<file path="src/rtl/npl_pkg.sv">
`timescale 1ns / 1ps
// Shared types, constants and the multiply schedule for the nearest point to line search.
// No dependencies.
package npl_pkg;

  localparam int unsigned COORD_W   = 14;
  localparam int unsigned LIMIT_W   = 13;
  localparam int unsigned INDEX_W   = 12;
  localparam int unsigned DIFF_W    = COORD_W + 1;
  localparam int unsigned CROSS_W   = 2 * COORD_W + 2;
  localparam int unsigned LIM2_W    = 2 * LIMIT_W;
  localparam int unsigned AB2_W     = 2 * DIFF_W;
  localparam int unsigned MUL_W     = CROSS_W + 1;
  localparam int unsigned PROD_W    = 2 * MUL_W;
  localparam int unsigned SQ_W      = 60;

  localparam int unsigned MAX_POINTS_DEF = 4096;

  localparam int unsigned PADDR_W   = 5;
  localparam int unsigned PDATA_W   = 32;
  localparam int unsigned REG_IDX_W = PADDR_W - 2;

  localparam logic [REG_IDX_W-1:0] REG_NEAR_X   = 3'd0;
  localparam logic [REG_IDX_W-1:0] REG_NEAR_Y   = 3'd1;
  localparam logic [REG_IDX_W-1:0] REG_NEAR_Z   = 3'd2;
  localparam logic [REG_IDX_W-1:0] REG_FAR_X    = 3'd3;
  localparam logic [REG_IDX_W-1:0] REG_FAR_Y    = 3'd4;
  localparam logic [REG_IDX_W-1:0] REG_FAR_Z    = 3'd5;
  localparam logic [REG_IDX_W-1:0] REG_MAX_DIST = 3'd6;

  localparam logic [LIMIT_W-1:0] MAX_DIST_RST = 13'd640;

  localparam int unsigned NUM_STEPS = 14;
  localparam int unsigned STEP_W    = $clog2(NUM_STEPS + 1);
  localparam logic [STEP_W-1:0] STEP_DRAIN = STEP_W'(NUM_STEPS);

  typedef struct packed {
    logic signed [COORD_W-1:0] near_x;
    logic signed [COORD_W-1:0] near_y;
    logic signed [COORD_W-1:0] near_z;
    logic signed [COORD_W-1:0] far_x;
    logic signed [COORD_W-1:0] far_y;
    logic signed [COORD_W-1:0] far_z;
    logic [LIMIT_W-1:0]        max_distance;
  } line_cfg_t;

  typedef enum logic [3:0] {
    OPND_ABX, OPND_ABY, OPND_ABZ,
    OPND_APX, OPND_APY, OPND_APZ,
    OPND_LIM, OPND_LIM2, OPND_AB2,
    OPND_CX, OPND_CY, OPND_CZ
  } opnd_e;

  typedef enum logic [1:0] {
    ACC_HOLD, ACC_LOAD, ACC_ADD, ACC_SUB
  } acc_op_e;

  typedef enum logic [2:0] {
    DST_NONE, DST_CX, DST_CY, DST_CZ, DST_AB2, DST_LIM2, DST_MIN
  } dst_e;

  typedef struct packed {
    opnd_e   a;
    opnd_e   b;
    acc_op_e acc;
    dst_e    dst;
  } mul_cmd_t;

  typedef struct packed {
    logic     start;
    logic     update;
    logic     emit;
    mul_cmd_t mul;
  } dp_cmd_t;

  typedef struct packed {
    logic last;
  } dp_status_t;

  localparam mul_cmd_t MUL_NOP = '{a: OPND_ABX, b: OPND_ABX, acc: ACC_HOLD, dst: DST_NONE};

  // Limit squared, |AB|^2, cross components, limit reload, |AP x AB|^2
  function automatic mul_cmd_t step_cmd(input logic [STEP_W-1:0] step);
    mul_cmd_t c;
    c = MUL_NOP;
    unique case (step)
      4'd0:    c = '{a: OPND_LIM,  b: OPND_LIM,  acc: ACC_LOAD, dst: DST_LIM2};
      4'd1:    c = '{a: OPND_ABX,  b: OPND_ABX,  acc: ACC_LOAD, dst: DST_NONE};
      4'd2:    c = '{a: OPND_ABY,  b: OPND_ABY,  acc: ACC_ADD,  dst: DST_NONE};
      4'd3:    c = '{a: OPND_ABZ,  b: OPND_ABZ,  acc: ACC_ADD,  dst: DST_AB2};
      4'd4:    c = '{a: OPND_APY,  b: OPND_ABZ,  acc: ACC_LOAD, dst: DST_NONE};
      4'd5:    c = '{a: OPND_APZ,  b: OPND_ABY,  acc: ACC_SUB,  dst: DST_CX};
      4'd6:    c = '{a: OPND_APZ,  b: OPND_ABX,  acc: ACC_LOAD, dst: DST_NONE};
      4'd7:    c = '{a: OPND_APX,  b: OPND_ABZ,  acc: ACC_SUB,  dst: DST_CY};
      4'd8:    c = '{a: OPND_APX,  b: OPND_ABY,  acc: ACC_LOAD, dst: DST_NONE};
      4'd9:    c = '{a: OPND_APY,  b: OPND_ABX,  acc: ACC_SUB,  dst: DST_CZ};
      4'd10:   c = '{a: OPND_LIM2, b: OPND_AB2,  acc: ACC_LOAD, dst: DST_MIN};
      4'd11:   c = '{a: OPND_CX,   b: OPND_CX,   acc: ACC_LOAD, dst: DST_NONE};
      4'd12:   c = '{a: OPND_CY,   b: OPND_CY,   acc: ACC_ADD,  dst: DST_NONE};
      4'd13:   c = '{a: OPND_CZ,   b: OPND_CZ,   acc: ACC_ADD,  dst: DST_NONE};
      default: c = MUL_NOP;
    endcase
    return c;
  endfunction

endpackage

</file>
<file path="src/rtl/npl_regs.sv">
`timescale 1ns / 1ps
// APB-style configuration registers: line end points and distance limit.
// Depends on npl_pkg.
module npl_regs (
  input  logic                              clk_i,
  input  logic                              rst_ni,
  input  logic                              psel,
  input  logic                              penable,
  input  logic                              pwrite,
  input  logic [npl_pkg::PADDR_W-1:0]       paddr,
  input  logic [npl_pkg::PDATA_W-1:0]       pwdata,
  output logic [npl_pkg::PDATA_W-1:0]       prdata,
  output logic                              pready,
  output npl_pkg::line_cfg_t                cfg_o
);

  npl_pkg::line_cfg_t                cfg_q;
  logic [npl_pkg::REG_IDX_W-1:0]     idx;
  logic                              wr_en;
  logic [npl_pkg::COORD_W-1:0]       wr_coord;
  logic [npl_pkg::LIMIT_W-1:0]       wr_limit;

  assign pready   = 1'b1;
  assign idx      = paddr[npl_pkg::PADDR_W-1:2];
  assign wr_en    = psel & penable & pwrite & pready;
  assign wr_coord = pwdata[npl_pkg::COORD_W-1:0];
  assign wr_limit = pwdata[npl_pkg::LIMIT_W-1:0];
  assign cfg_o    = cfg_q;

  always_ff @(posedge clk_i or negedge rst_ni) begin
    if (!rst_ni) begin
      cfg_q <= '{near_x: '0, near_y: '0, near_z: '0, far_x: '0, far_y: '0, far_z: '0,
                 max_distance: npl_pkg::MAX_DIST_RST};
    end else if (wr_en) begin
      unique case (idx)
        npl_pkg::REG_NEAR_X:   cfg_q.near_x       <= wr_coord;
        npl_pkg::REG_NEAR_Y:   cfg_q.near_y       <= wr_coord;
        npl_pkg::REG_NEAR_Z:   cfg_q.near_z       <= wr_coord;
        npl_pkg::REG_FAR_X:    cfg_q.far_x        <= wr_coord;
        npl_pkg::REG_FAR_Y:    cfg_q.far_y        <= wr_coord;
        npl_pkg::REG_FAR_Z:    cfg_q.far_z        <= wr_coord;
        npl_pkg::REG_MAX_DIST: cfg_q.max_distance <= wr_limit;
        default: ;
      endcase
    end
  end

  always_comb begin
    prdata = '0;
    unique case (idx)
      npl_pkg::REG_NEAR_X:   prdata = npl_pkg::PDATA_W'(cfg_q.near_x);
      npl_pkg::REG_NEAR_Y:   prdata = npl_pkg::PDATA_W'(cfg_q.near_y);
      npl_pkg::REG_NEAR_Z:   prdata = npl_pkg::PDATA_W'(cfg_q.near_z);
      npl_pkg::REG_FAR_X:    prdata = npl_pkg::PDATA_W'(cfg_q.far_x);
      npl_pkg::REG_FAR_Y:    prdata = npl_pkg::PDATA_W'(cfg_q.far_y);
      npl_pkg::REG_FAR_Z:    prdata = npl_pkg::PDATA_W'(cfg_q.far_z);
      npl_pkg::REG_MAX_DIST: prdata = npl_pkg::PDATA_W'(cfg_q.max_distance);
      default:               prdata = '0;
    endcase
  end

endmodule

</file>
<file path="src/rtl/npl_datapath.sv">
`timescale 1ns / 1ps
// Datapath: difference vectors, shared multiplier with accumulator, running minimum
// and result registers. Depends on npl_pkg; driven by npl_ctrl.
module npl_datapath #(
  parameter int unsigned MAX_POINTS = npl_pkg::MAX_POINTS_DEF
) (
  input  logic                              clk_i,
  input  logic                              rst_ni,
  input  npl_pkg::line_cfg_t                cfg_i,
  input  logic signed [npl_pkg::COORD_W-1:0] point_x_i,
  input  logic signed [npl_pkg::COORD_W-1:0] point_y_i,
  input  logic signed [npl_pkg::COORD_W-1:0] point_z_i,
  input  logic                              last_point_i,
  input  npl_pkg::dp_cmd_t                  cmd_i,
  output npl_pkg::dp_status_t               status_o,
  output logic                              found_o,
  output logic [npl_pkg::INDEX_W-1:0]       best_index_o,
  output logic                              overflow_o
);

  localparam int unsigned CNT_W = $clog2(MAX_POINTS + 1);
  localparam int unsigned IDX_W = $clog2(MAX_POINTS);
  localparam int unsigned DW    = npl_pkg::DIFF_W;
  localparam int unsigned MW    = npl_pkg::MUL_W;

  logic signed [DW-1:0] ab_x_q, ab_y_q, ab_z_q;
  logic signed [DW-1:0] ap_x_q, ap_y_q, ap_z_q;
  logic signed [npl_pkg::CROSS_W-1:0] cx_q, cy_q, cz_q;
  logic [npl_pkg::AB2_W-1:0]  ab2_q;
  logic [npl_pkg::LIM2_W-1:0] lim2_q;
  logic signed [MW-1:0]       op_a, op_b;
  logic signed [npl_pkg::PROD_W-1:0] prod_d, prod_q;
  logic signed [npl_pkg::PROD_W-1:0] acc_d, acc_q;
  npl_pkg::mul_cmd_t          mul_q;
  logic                       last_q;

  logic [CNT_W-1:0]           count_q;
  logic [npl_pkg::SQ_W-1:0]   min_q;
  logic [IDX_W-1:0]           best_q;
  logic                       have_q;
  logic                       ovf_q;

  logic                       in_range;
  logic                       hit;
  logic                       have_n;
  logic                       ovf_n;
  logic [IDX_W-1:0]           best_n;
  logic [IDX_W+npl_pkg::INDEX_W-1:0] best_ext;
  logic [npl_pkg::SQ_W-1:0]   cross_sq;

  logic                       found_q;
  logic [npl_pkg::INDEX_W-1:0] best_out_q;
  logic                       ovf_out_q;

  function automatic logic signed [DW-1:0] diff(input logic signed [npl_pkg::COORD_W-1:0] p,
                                                input logic signed [npl_pkg::COORD_W-1:0] q);
    return $signed({p[npl_pkg::COORD_W-1], p}) - $signed({q[npl_pkg::COORD_W-1], q});
  endfunction

  function automatic logic signed [MW-1:0] sx_diff(input logic signed [DW-1:0] v);
    return {{(MW - DW){v[DW-1]}}, v};
  endfunction

  function automatic logic signed [MW-1:0] sx_cross(
      input logic signed [npl_pkg::CROSS_W-1:0] v);
    return {{(MW - npl_pkg::CROSS_W){v[npl_pkg::CROSS_W-1]}}, v};
  endfunction

  function automatic logic signed [MW-1:0] opnd(input npl_pkg::opnd_e sel,
      input logic signed [DW-1:0] abx, input logic signed [DW-1:0] aby,
      input logic signed [DW-1:0] abz, input logic signed [DW-1:0] apx,
      input logic signed [DW-1:0] apy, input logic signed [DW-1:0] apz,
      input logic [npl_pkg::LIMIT_W-1:0] lim, input logic [npl_pkg::LIM2_W-1:0] lim2,
      input logic [npl_pkg::AB2_W-1:0] ab2, input logic signed [npl_pkg::CROSS_W-1:0] cx,
      input logic signed [npl_pkg::CROSS_W-1:0] cy,
      input logic signed [npl_pkg::CROSS_W-1:0] cz);
    logic signed [MW-1:0] r;
    r = '0;
    unique case (sel)
      npl_pkg::OPND_ABX:  r = sx_diff(abx);
      npl_pkg::OPND_ABY:  r = sx_diff(aby);
      npl_pkg::OPND_ABZ:  r = sx_diff(abz);
      npl_pkg::OPND_APX:  r = sx_diff(apx);
      npl_pkg::OPND_APY:  r = sx_diff(apy);
      npl_pkg::OPND_APZ:  r = sx_diff(apz);
      npl_pkg::OPND_LIM:  r = {{(MW - npl_pkg::LIMIT_W){1'b0}}, lim};
      npl_pkg::OPND_LIM2: r = {{(MW - npl_pkg::LIM2_W){1'b0}}, lim2};
      npl_pkg::OPND_AB2:  r = {{(MW - npl_pkg::AB2_W){1'b0}}, ab2};
      npl_pkg::OPND_CX:   r = sx_cross(cx);
      npl_pkg::OPND_CY:   r = sx_cross(cy);
      npl_pkg::OPND_CZ:   r = sx_cross(cz);
      default:            r = '0;
    endcase
    return r;
  endfunction

  assign op_a = opnd(cmd_i.mul.a, ab_x_q, ab_y_q, ab_z_q, ap_x_q, ap_y_q, ap_z_q,
                     cfg_i.max_distance, lim2_q, ab2_q, cx_q, cy_q, cz_q);
  assign op_b = opnd(cmd_i.mul.b, ab_x_q, ab_y_q, ab_z_q, ap_x_q, ap_y_q, ap_z_q,
                     cfg_i.max_distance, lim2_q, ab2_q, cx_q, cy_q, cz_q);
  assign prod_d = op_a * op_b;

  always_comb begin
    acc_d = acc_q;
    unique case (mul_q.acc)
      npl_pkg::ACC_HOLD: acc_d = acc_q;
      npl_pkg::ACC_LOAD: acc_d = prod_q;
      npl_pkg::ACC_ADD:  acc_d = acc_q + prod_q;
      npl_pkg::ACC_SUB:  acc_d = acc_q - prod_q;
      default:           acc_d = acc_q;
    endcase
  end

  // Capture the point and line vectors on transfer
  always_ff @(posedge clk_i) begin
    if (cmd_i.start) begin
      ab_x_q <= diff(cfg_i.far_x, cfg_i.near_x);
      ab_y_q <= diff(cfg_i.far_y, cfg_i.near_y);
      ab_z_q <= diff(cfg_i.far_z, cfg_i.near_z);
      ap_x_q <= diff(point_x_i, cfg_i.near_x);
      ap_y_q <= diff(point_y_i, cfg_i.near_y);
      ap_z_q <= diff(point_z_i, cfg_i.near_z);
    end
    prod_q <= prod_d;
    acc_q  <= acc_d;
    unique case (mul_q.dst)
      npl_pkg::DST_CX:   cx_q   <= acc_d[npl_pkg::CROSS_W-1:0];
      npl_pkg::DST_CY:   cy_q   <= acc_d[npl_pkg::CROSS_W-1:0];
      npl_pkg::DST_CZ:   cz_q   <= acc_d[npl_pkg::CROSS_W-1:0];
      npl_pkg::DST_AB2:  ab2_q  <= acc_d[npl_pkg::AB2_W-1:0];
      npl_pkg::DST_LIM2: lim2_q <= acc_d[npl_pkg::LIM2_W-1:0];
      default: ;
    endcase
  end

  always_ff @(posedge clk_i or negedge rst_ni) begin
    if (!rst_ni) begin
      mul_q  <= npl_pkg::MUL_NOP;
      last_q <= 1'b0;
    end else begin
      mul_q <= cmd_i.mul;
      if (cmd_i.start) begin
        last_q <= last_point_i;
      end
    end
  end

  assign status_o.last = last_q;

  assign in_range = count_q < CNT_W'(MAX_POINTS);
  assign cross_sq = acc_q[npl_pkg::SQ_W-1:0];
  assign hit      = in_range && (cross_sq < min_q);
  assign have_n   = have_q | hit;
  assign ovf_n    = ovf_q | ~in_range;
  assign best_n   = hit ? count_q[IDX_W-1:0] : best_q;
  assign best_ext = {{npl_pkg::INDEX_W{1'b0}}, best_n};

  always_ff @(posedge clk_i or negedge rst_ni) begin
    if (!rst_ni) begin
      count_q <= '0;
      min_q   <= '0;
      best_q  <= '0;
      have_q  <= 1'b0;
      ovf_q   <= 1'b0;
    end else if (cmd_i.update) begin
      if (last_q) begin
        count_q <= '0;
        min_q   <= '0;
        best_q  <= '0;
        have_q  <= 1'b0;
        ovf_q   <= 1'b0;
      end else begin
        if (in_range) begin
          count_q <= count_q + CNT_W'(1);
        end
        if (hit) begin
          min_q <= cross_sq;
        end
        best_q <= best_n;
        have_q <= have_n;
        ovf_q  <= ovf_n;
      end
    end else if (mul_q.dst == npl_pkg::DST_MIN && count_q == '0) begin
      // reload the limit at set start
      min_q <= acc_d[npl_pkg::SQ_W-1:0];
    end
  end

  always_ff @(posedge clk_i) begin
    if (cmd_i.emit) begin
      found_q    <= have_n;
      best_out_q <= have_n ? best_ext[npl_pkg::INDEX_W-1:0] : '0;
      ovf_out_q  <= ovf_n;
    end
  end

  assign found_o      = found_q;
  assign best_index_o = best_out_q;
  assign overflow_o   = ovf_out_q;

endmodule

</file>
<file path="src/rtl/npl_ctrl.sv">
`timescale 1ns / 1ps
// Controller: handshakes, multiply schedule sequencing and result valid.
// Depends on npl_pkg; drives npl_datapath.
module npl_ctrl (
  input  logic                 clk_i,
  input  logic                 rst_ni,
  input  logic                 in_valid_i,
  output logic                 in_ready_o,
  output logic                 out_valid_o,
  input  logic                 out_ready_i,
  input  npl_pkg::dp_status_t  status_i,
  output npl_pkg::dp_cmd_t     cmd_o
);

  localparam logic [1:0] ST_IDLE = 2'd0;
  localparam logic [1:0] ST_RUN  = 2'd1;
  localparam logic [1:0] ST_DONE = 2'd2;

  logic [1:0]                  state_q, state_d;
  logic [npl_pkg::STEP_W-1:0]  step_q, step_d;
  logic                        out_valid_q, out_valid_d;
  logic                        hold;

  assign in_ready_o  = (state_q == ST_IDLE);
  assign out_valid_o = out_valid_q;
  assign hold        = status_i.last && out_valid_q && !out_ready_i;

  always_comb begin
    state_d    = state_q;
    step_d     = step_q;
    cmd_o      = '{start: 1'b0, update: 1'b0, emit: 1'b0, mul: npl_pkg::MUL_NOP};
    unique case (state_q)
      ST_IDLE: begin
        if (in_valid_i) begin
          cmd_o.start = 1'b1;
          step_d      = '0;
          state_d     = ST_RUN;
        end
      end
      ST_RUN: begin
        if (step_q == npl_pkg::STEP_DRAIN) begin
          state_d = ST_DONE;
        end else begin
          cmd_o.mul = npl_pkg::step_cmd(step_q);
          step_d    = step_q + npl_pkg::STEP_W'(1);
        end
      end
      ST_DONE: begin
        if (!hold) begin
          cmd_o.update = 1'b1;
          cmd_o.emit   = status_i.last;
          state_d      = ST_IDLE;
        end
      end
      default: state_d = ST_IDLE;
    endcase
  end

  always_comb begin
    out_valid_d = out_valid_q;
    if (cmd_o.emit) begin
      out_valid_d = 1'b1;
    end else if (out_ready_i) begin
      out_valid_d = 1'b0;
    end
  end

  always_ff @(posedge clk_i or negedge rst_ni) begin
    if (!rst_ni) begin
      state_q     <= ST_IDLE;
      step_q      <= '0;
      out_valid_q <= 1'b0;
    end else begin
      state_q     <= state_d;
      step_q      <= step_d;
      out_valid_q <= out_valid_d;
    end
  end

endmodule

</file>
<file path="src/rtl/nearest_point_to_line_search_top.sv">
`timescale 1ns / 1ps
// Nearest point to line search, one point at a time: transfer, 14 shared multiplier steps,
// a drain step, then compare and update, where a set's last point waits while the prior
// result is untaken. The result of a set is valid the cycle after its last point's update.
// Reset (rst_ni low, asynchronous) clears the search state and the output valid and loads
// the registers with their defaults: line end points 0, distance limit 640 (10.0).
module nearest_point_to_line_search_top #(
  parameter int unsigned MAX_POINTS = npl_pkg::MAX_POINTS_DEF
) (
  input  logic                               clk_i,
  input  logic                               rst_ni,
  input  logic                               psel,
  input  logic                               penable,
  input  logic                               pwrite,
  input  logic [npl_pkg::PADDR_W-1:0]        paddr,
  input  logic [npl_pkg::PDATA_W-1:0]        pwdata,
  output logic [npl_pkg::PDATA_W-1:0]        prdata,
  output logic                               pready,
  input  logic                               in_valid_i,
  output logic                               in_ready_o,
  input  logic signed [npl_pkg::COORD_W-1:0] point_x_i,
  input  logic signed [npl_pkg::COORD_W-1:0] point_y_i,
  input  logic signed [npl_pkg::COORD_W-1:0] point_z_i,
  input  logic                               last_point_i,
  output logic                               out_valid_o,
  input  logic                               out_ready_i,
  output logic                               found_o,
  output logic [npl_pkg::INDEX_W-1:0]        best_index_o,
  output logic                               overflow_o
);

  npl_pkg::line_cfg_t  cfg;
  npl_pkg::dp_cmd_t    dp_cmd;
  npl_pkg::dp_status_t dp_status;

  npl_regs u_regs (
    .clk_i   (clk_i),
    .rst_ni  (rst_ni),
    .psel    (psel),
    .penable (penable),
    .pwrite  (pwrite),
    .paddr   (paddr),
    .pwdata  (pwdata),
    .prdata  (prdata),
    .pready  (pready),
    .cfg_o   (cfg)
  );

  npl_ctrl u_ctrl (
    .clk_i       (clk_i),
    .rst_ni      (rst_ni),
    .in_valid_i  (in_valid_i),
    .in_ready_o  (in_ready_o),
    .out_valid_o (out_valid_o),
    .out_ready_i (out_ready_i),
    .status_i    (dp_status),
    .cmd_o       (dp_cmd)
  );

  npl_datapath #(
    .MAX_POINTS (MAX_POINTS)
  ) u_datapath (
    .clk_i        (clk_i),
    .rst_ni       (rst_ni),
    .cfg_i        (cfg),
    .point_x_i    (point_x_i),
    .point_y_i    (point_y_i),
    .point_z_i    (point_z_i),
    .last_point_i (last_point_i),
    .cmd_i        (dp_cmd),
    .status_o     (dp_status),
    .found_o      (found_o),
    .best_index_o (best_index_o),
    .overflow_o   (overflow_o)
  );

`ifndef NO_ASSERTIONS
  a_one_item: assert property (@(posedge clk_i) disable iff (!rst_ni)
    in_valid_i && in_ready_o |=> !in_ready_o)
    else $error("second point taken while one is in flight");

  a_no_find_zero_index: assert property (@(posedge clk_i) disable iff (!rst_ni)
    out_valid_o && !found_o |-> best_index_o == '0)
    else $error("index reported without a qualifying point");

  a_valid_from_emit: assert property (@(posedge clk_i) disable iff (!rst_ni)
    $rose(out_valid_o) |-> $past(dp_cmd.emit))
    else $error("result valid without a set end");

  a_update_not_with_start: assert property (@(posedge clk_i) disable iff (!rst_ni)
    dp_cmd.update |-> !dp_cmd.start && dp_cmd.mul.acc == npl_pkg::ACC_HOLD)
    else $error("update overlaps a transfer or a multiply step");
`endif

endmodule

</file>
<file path="config.mk">
export PLATFORM = sky130hd
export DESIGN_NAME = nearest_point_to_line_search_top
export DESIGN_NICKNAME = d
export VERILOG_FILES = /design/src/rtl/npl_pkg.sv /design/src/rtl/npl_regs.sv /design/src/rtl/npl_datapath.sv /design/src/rtl/npl_ctrl.sv /design/src/rtl/nearest_point_to_line_search_top.sv
export SDC_FILE = /design/constraint.sdc
export NUM_CORES = 2
export LEC_CHECK = 0
export BUFFER_PORTS_ARGS = -buffer_cell sky130_fd_sc_hd__buf_2
export CAP_MARGIN = 10
export CORE_MARGIN = 4
export CORE_UTILIZATION = 23
export DETAILED_ROUTE_END_ITERATION = 10
export GPL_TIMING_DRIVEN = 0
export PLACE_DENSITY = 0.41
export SETUP_SLACK_MARGIN = 0.5
export SLEW_MARGIN = 20
export SYNTH_ARGS = -nofsm -noshare
export SYNTH_HDL_FRONTEND = slang
export SYNTH_SLANG_ARGS = --single-unit
</file>
<file path="constraint.sdc">
create_clock -name clk_i -period 22.6 [get_ports clk_i]
set_input_delay 3.39 -clock clk_i [delete_from_list [all_inputs] [get_ports clk_i]]
set_output_delay 3.39 -clock clk_i [all_outputs]
set_load 0.03 [all_outputs]
</file>
==> out/metrics.sh <==
WIRELENGTH_UM=296000
SYNTH.AREA.MUX_SHARE=0.0318
NETS=8962
GLOBALROUTEOVERFLOWTOTAL=0
SYNTH_FP_NETS=8712
CTS_BUFFER_DEPTH=3
TNS_PS=0
SLOWEST_DELAY_PS=830
DIEHEIGHT_UM=546
PLACE.GP.CONGESTION=0.964
POST_SYNTH_MOST_FREQUENT_CELLS='inv_1, fa_1, nand2_1, nor2_1, ha_1'
SYNTH_CELL_TYPE_COUNT=89
CORE_REGION_AREA_SQ_UM=288000
WORST_EP_REQUIRED_TIME_PS=23190
SYN_AREA_PER_CELL_SQ_UM=9.23
DETAIL_ROUTE.DRC_VIOLATIONS=0
WORSTSKEWPAIRLATENCY_PS=700
BUFFER_PORTS.INSERTED=113
FINALMAXSLEWVIOLATIONS=0
CRIT_PATH_FREQUENT_CELL='fa_1'
FMAX_GHz=0.0657
SYNTHDOMINANTAREACELLTYPE='fa_1'
FINAL_CLOCK_PERIOD_UTILIZATION_BY_THE_WORST_PATH=0.673
SYNTH_TOP_FAMILY_BY_AREA='adder cells'
SYNTH.YOSYS.WARNINGS=0
STATUS='finished, final reports clean'
VIA_COUNT_OF_THE_FIRST_GLOBAL_ROUTING_PASS=57000
WORST_PIN_SLEW_PS=1250
POST-SYNTH-TOP-COUNT-CELL='inv_1'
DETAILED_ROUTER_S_FIRST_ITERATION_VIOLATION_COUNT=5084
HOLDCRITPATHCLASS='flip-flop to flip-flop'
YS_SEQ_ELEMENTS=567
POST_SYNTH_AND_OR_NAND_NOR_AREA_FRACTION=0.130
WORST_SLEW_MARGIN_REL=0.168
FINAL.MIN_CLOCK_PERIOD_PS=15210
CLOCKROOTBUFFER='clkbuf_16'
CTS.HOLD.BUFFERS_ADDED=0
START_UTIL=0.231
CRIT_PATH_TOP_DELAY_CELL='clkbuf_1'
REGISTER_AREA_SQ_UM=14800
YOSYS.AREA_SHARE.ADDER=0.376
STARTPOINT_TYPES='flip-flop'
SYNTH_LARGEST_TYPE_AREA_FRACTION=0.302
BOUNDARYPINS=136
XOR_XNOR_SHARE_OF_THE_SYNTHESIZED_AREA=0.0271
VIASPERCELL=4.84
YS_TOP_CELLS_BY_AREA='fa_1, edfxtp_1, ha_1, dfrtp_1, inv_1'
INITIAL_ANTENNA_VIOLATION_COUNT=12
LAYOUT-DRIVE-GT1-SHARE=0.0654
CTS_MAX_LEVEL=3
SYNTHTOLAYOUTAREAGROWTH_PCT=12.9
ROWS=197
DIE_W_UM=546
SYNTHESIS.AREA_SQ_UM=66700
NUMCTSBUFFERS=72
ROUTE.ANTENNA.REMAINING_NETS=0
POST_SYNTH_INST_COUNT=7226
SEQ_TOTAL_AREA_YOSYS=0.223
DP_HPWL_UM=243000
EDFF_COUNT_SYNTH=250
PATH_CLK_SLEW_PS=60
DOMINANTREGCELLSYNTH='edfxtp_1'
CRITICAL_PATH_ARRIVAL_PS=15800
ASYNCSETRESETFLOPFRACSYNTH=0.347
DETAILROUTE.VIA_COUNT=54800
FP.DIEAREA_SQ_UM=299000
MULTI_INPUT_COMB_AREA_SQ_UM=45800
CTS_TREE='built'
DR.PASS1.ITERS=8
CTS.REPAIR.RESIZED=0
FINAL.SETUP_SKEW_PS=49.5
CTS_SINKS=567
PIN_COUNT_OF_THE_BIGGEST_NET_ENTERING_GLOBAL_ROUTING=74
GRT_PASS1_WL_UM=422000
SYNTH_COMPOUND_AREA_FRAC=0.119
GR-USAGE-ALL-LAYERS=0.194
WORST-PATH-MAX-FANOUT=10
ROUTED_WIRE_LENGTH_PER_INSTANCE_UM=26.2
SETUP_REPAIR_AFTER_GLOBAL_ROUTING_MISSED_ITS_MARGIN='false'
SETUP_VIOL_COUNT_FINAL=0
NUMBER_OF_FILLER_CELLS_PLACED_IN_THE_LAYOUT=31200
CRITPATHKIND='flip-flop to flip-flop'
POSTCTSSETUPREPAIRBUFS=0
TIMING.CRITICAL_PATH.TO_TYPE='flip-flop'
FINAL_HOLD_VIOL_COUNT=0
DRV.MAX_CAP_VIOLATION_COUNT=0
==> placed cells by master (no fill, tap or decap), types with 36 or more instances in the layout <==
master and n:
buf_4 54, clkbuf_1 297, ha_1 394, clkbuf_16 74
dfrtp_1 195, xnor2_1 131, a22oi_1 67, dfxtp_1 120
nor2_1 656, a21oi_1 299, a221oi_1 70, nand2_1 905
xor2_1 75, mux2_2 74, a21o_1 81, nand3_1 59
nand4_1 40, nor2b_1 58, a211oi_1 36, o21ai_0 294
mux2i_1 105, nand2b_1 50, a22o_1 51, buf_2 135
fa_1 1005, a21boi_0 49, inv_1 1275, nor3_1 43
and2_1 55, edfxtp_1 250
==> registers in the layout, summed over array words and instances, names as in the netlist, 30 cells and up <==
| signal | cells |
|---|---|
| u_datapath.ab2_q | 30 |
| u_datapath.prod_q | 60 |
| u_datapath.cz_q | 30 |
| u_datapath.cy_q | 30 |
| u_datapath.acc_q | 60 |
| u_regs.cfg_o | 97 |
| u_datapath.cx_q | 30 |
| u_datapath.min_q | 60 |
==> kinds of logic after synthesis <==
group / count (synthesis)
AOI/OAI and AO/OA: 1213
xor gates and xnor gates: 206
adders and majority gates: 1399
buffers and inverters: 1637
DFF: 567
muxes: 190
other: 1
and+or+nand+nor: 2013
==> worst paths after layout <==
check	endpoint	startpoint	cells past startpoint	slack, ps
max	u_datapath.prod_q[58]$_DFF_P_	u_ctrl.step_q[0]$_DFFE_PN0P_	42	7390
min	u_datapath.min_q[37]$_DFFE_PN0P_	u_datapath.min_q[37]$_DFFE_PN0P_	2	480
max reg2reg	u_datapath.prod_q[58]$_DFF_P_	u_ctrl.step_q[0]$_DFFE_PN0P_	42	7390
min reg2reg	u_datapath.min_q[37]$_DFFE_PN0P_	u_datapath.min_q[37]$_DFFE_PN0P_	2	480
max in group asynchronous	u_datapath.min_q[42]$_DFFE_PN0P_	rst_ni	3	18750
min in group asynchronous	u_regs.cfg_o[61]$_DFFE_PN0P_	rst_ni	1	2640
==> worst max-delay path, delay by kind of cell, from the launching register on <==
kind	cells	cell delay (ps)
buffers and inverters	13	3530
adders and majority gates	10	4450
AOI/OAI and AO/OA	10	3120
DFF	1	520
xor gates and xnor gates	1	160
and+or+nand+nor	8	3260
==> per-stage QoR <==
| step | utilization | setup WS, ps | instance area [sq um] | hold WS (ps) | cells |
|---|---|---|---|---|---|
| 6_report | 0.261 | 7390 | 75300 | 484 | 11300 |
| 2_1_floorplan | - | 12080 | 66700 | 450 | 7226 |
| 4_1_cts | 0.261 | 7560 | 75300 | 485 | 11300 |
| 5_1_grt | 0.261 | 7070 | 75300 | 507 | 11300 |
| 3_5_place_dp | 0.253 | 7660 | 72800 | 473 | 11200 |
| 3_3_place_gp | 0.250 | 3410 | 72000 | 466 | 11100 |
==> metal layers <==
metal | GRT usage | up-vias | wire, um
met2 | 0.308 | 2162 | 133000
met1 | 0.265 | 28300 | 130000
met4 | 0.0666 | 8 | 12300
met5 | 0 | - | 43
li1 | - | 23900 | -
met3 | 0.0367 | 440 | 21300
==> area by class of cell <==
class	instances	area share
Buffer	358	0.0194
Tap cell	3781	0.0628
Timing Repair Buffer	176	0.0159
Clock inverter	41	0.00598
Clock buffer	93	0.0263
Multi-Input combinational cell	5022	0.608
Antenna cell	7	0.000233
Inverter	1279	0.0638
Sequential cell	567	0.197
Power is not shown: default switching activity piles up to over one toggle a cycle in this logic, so the estimate is an artifact.
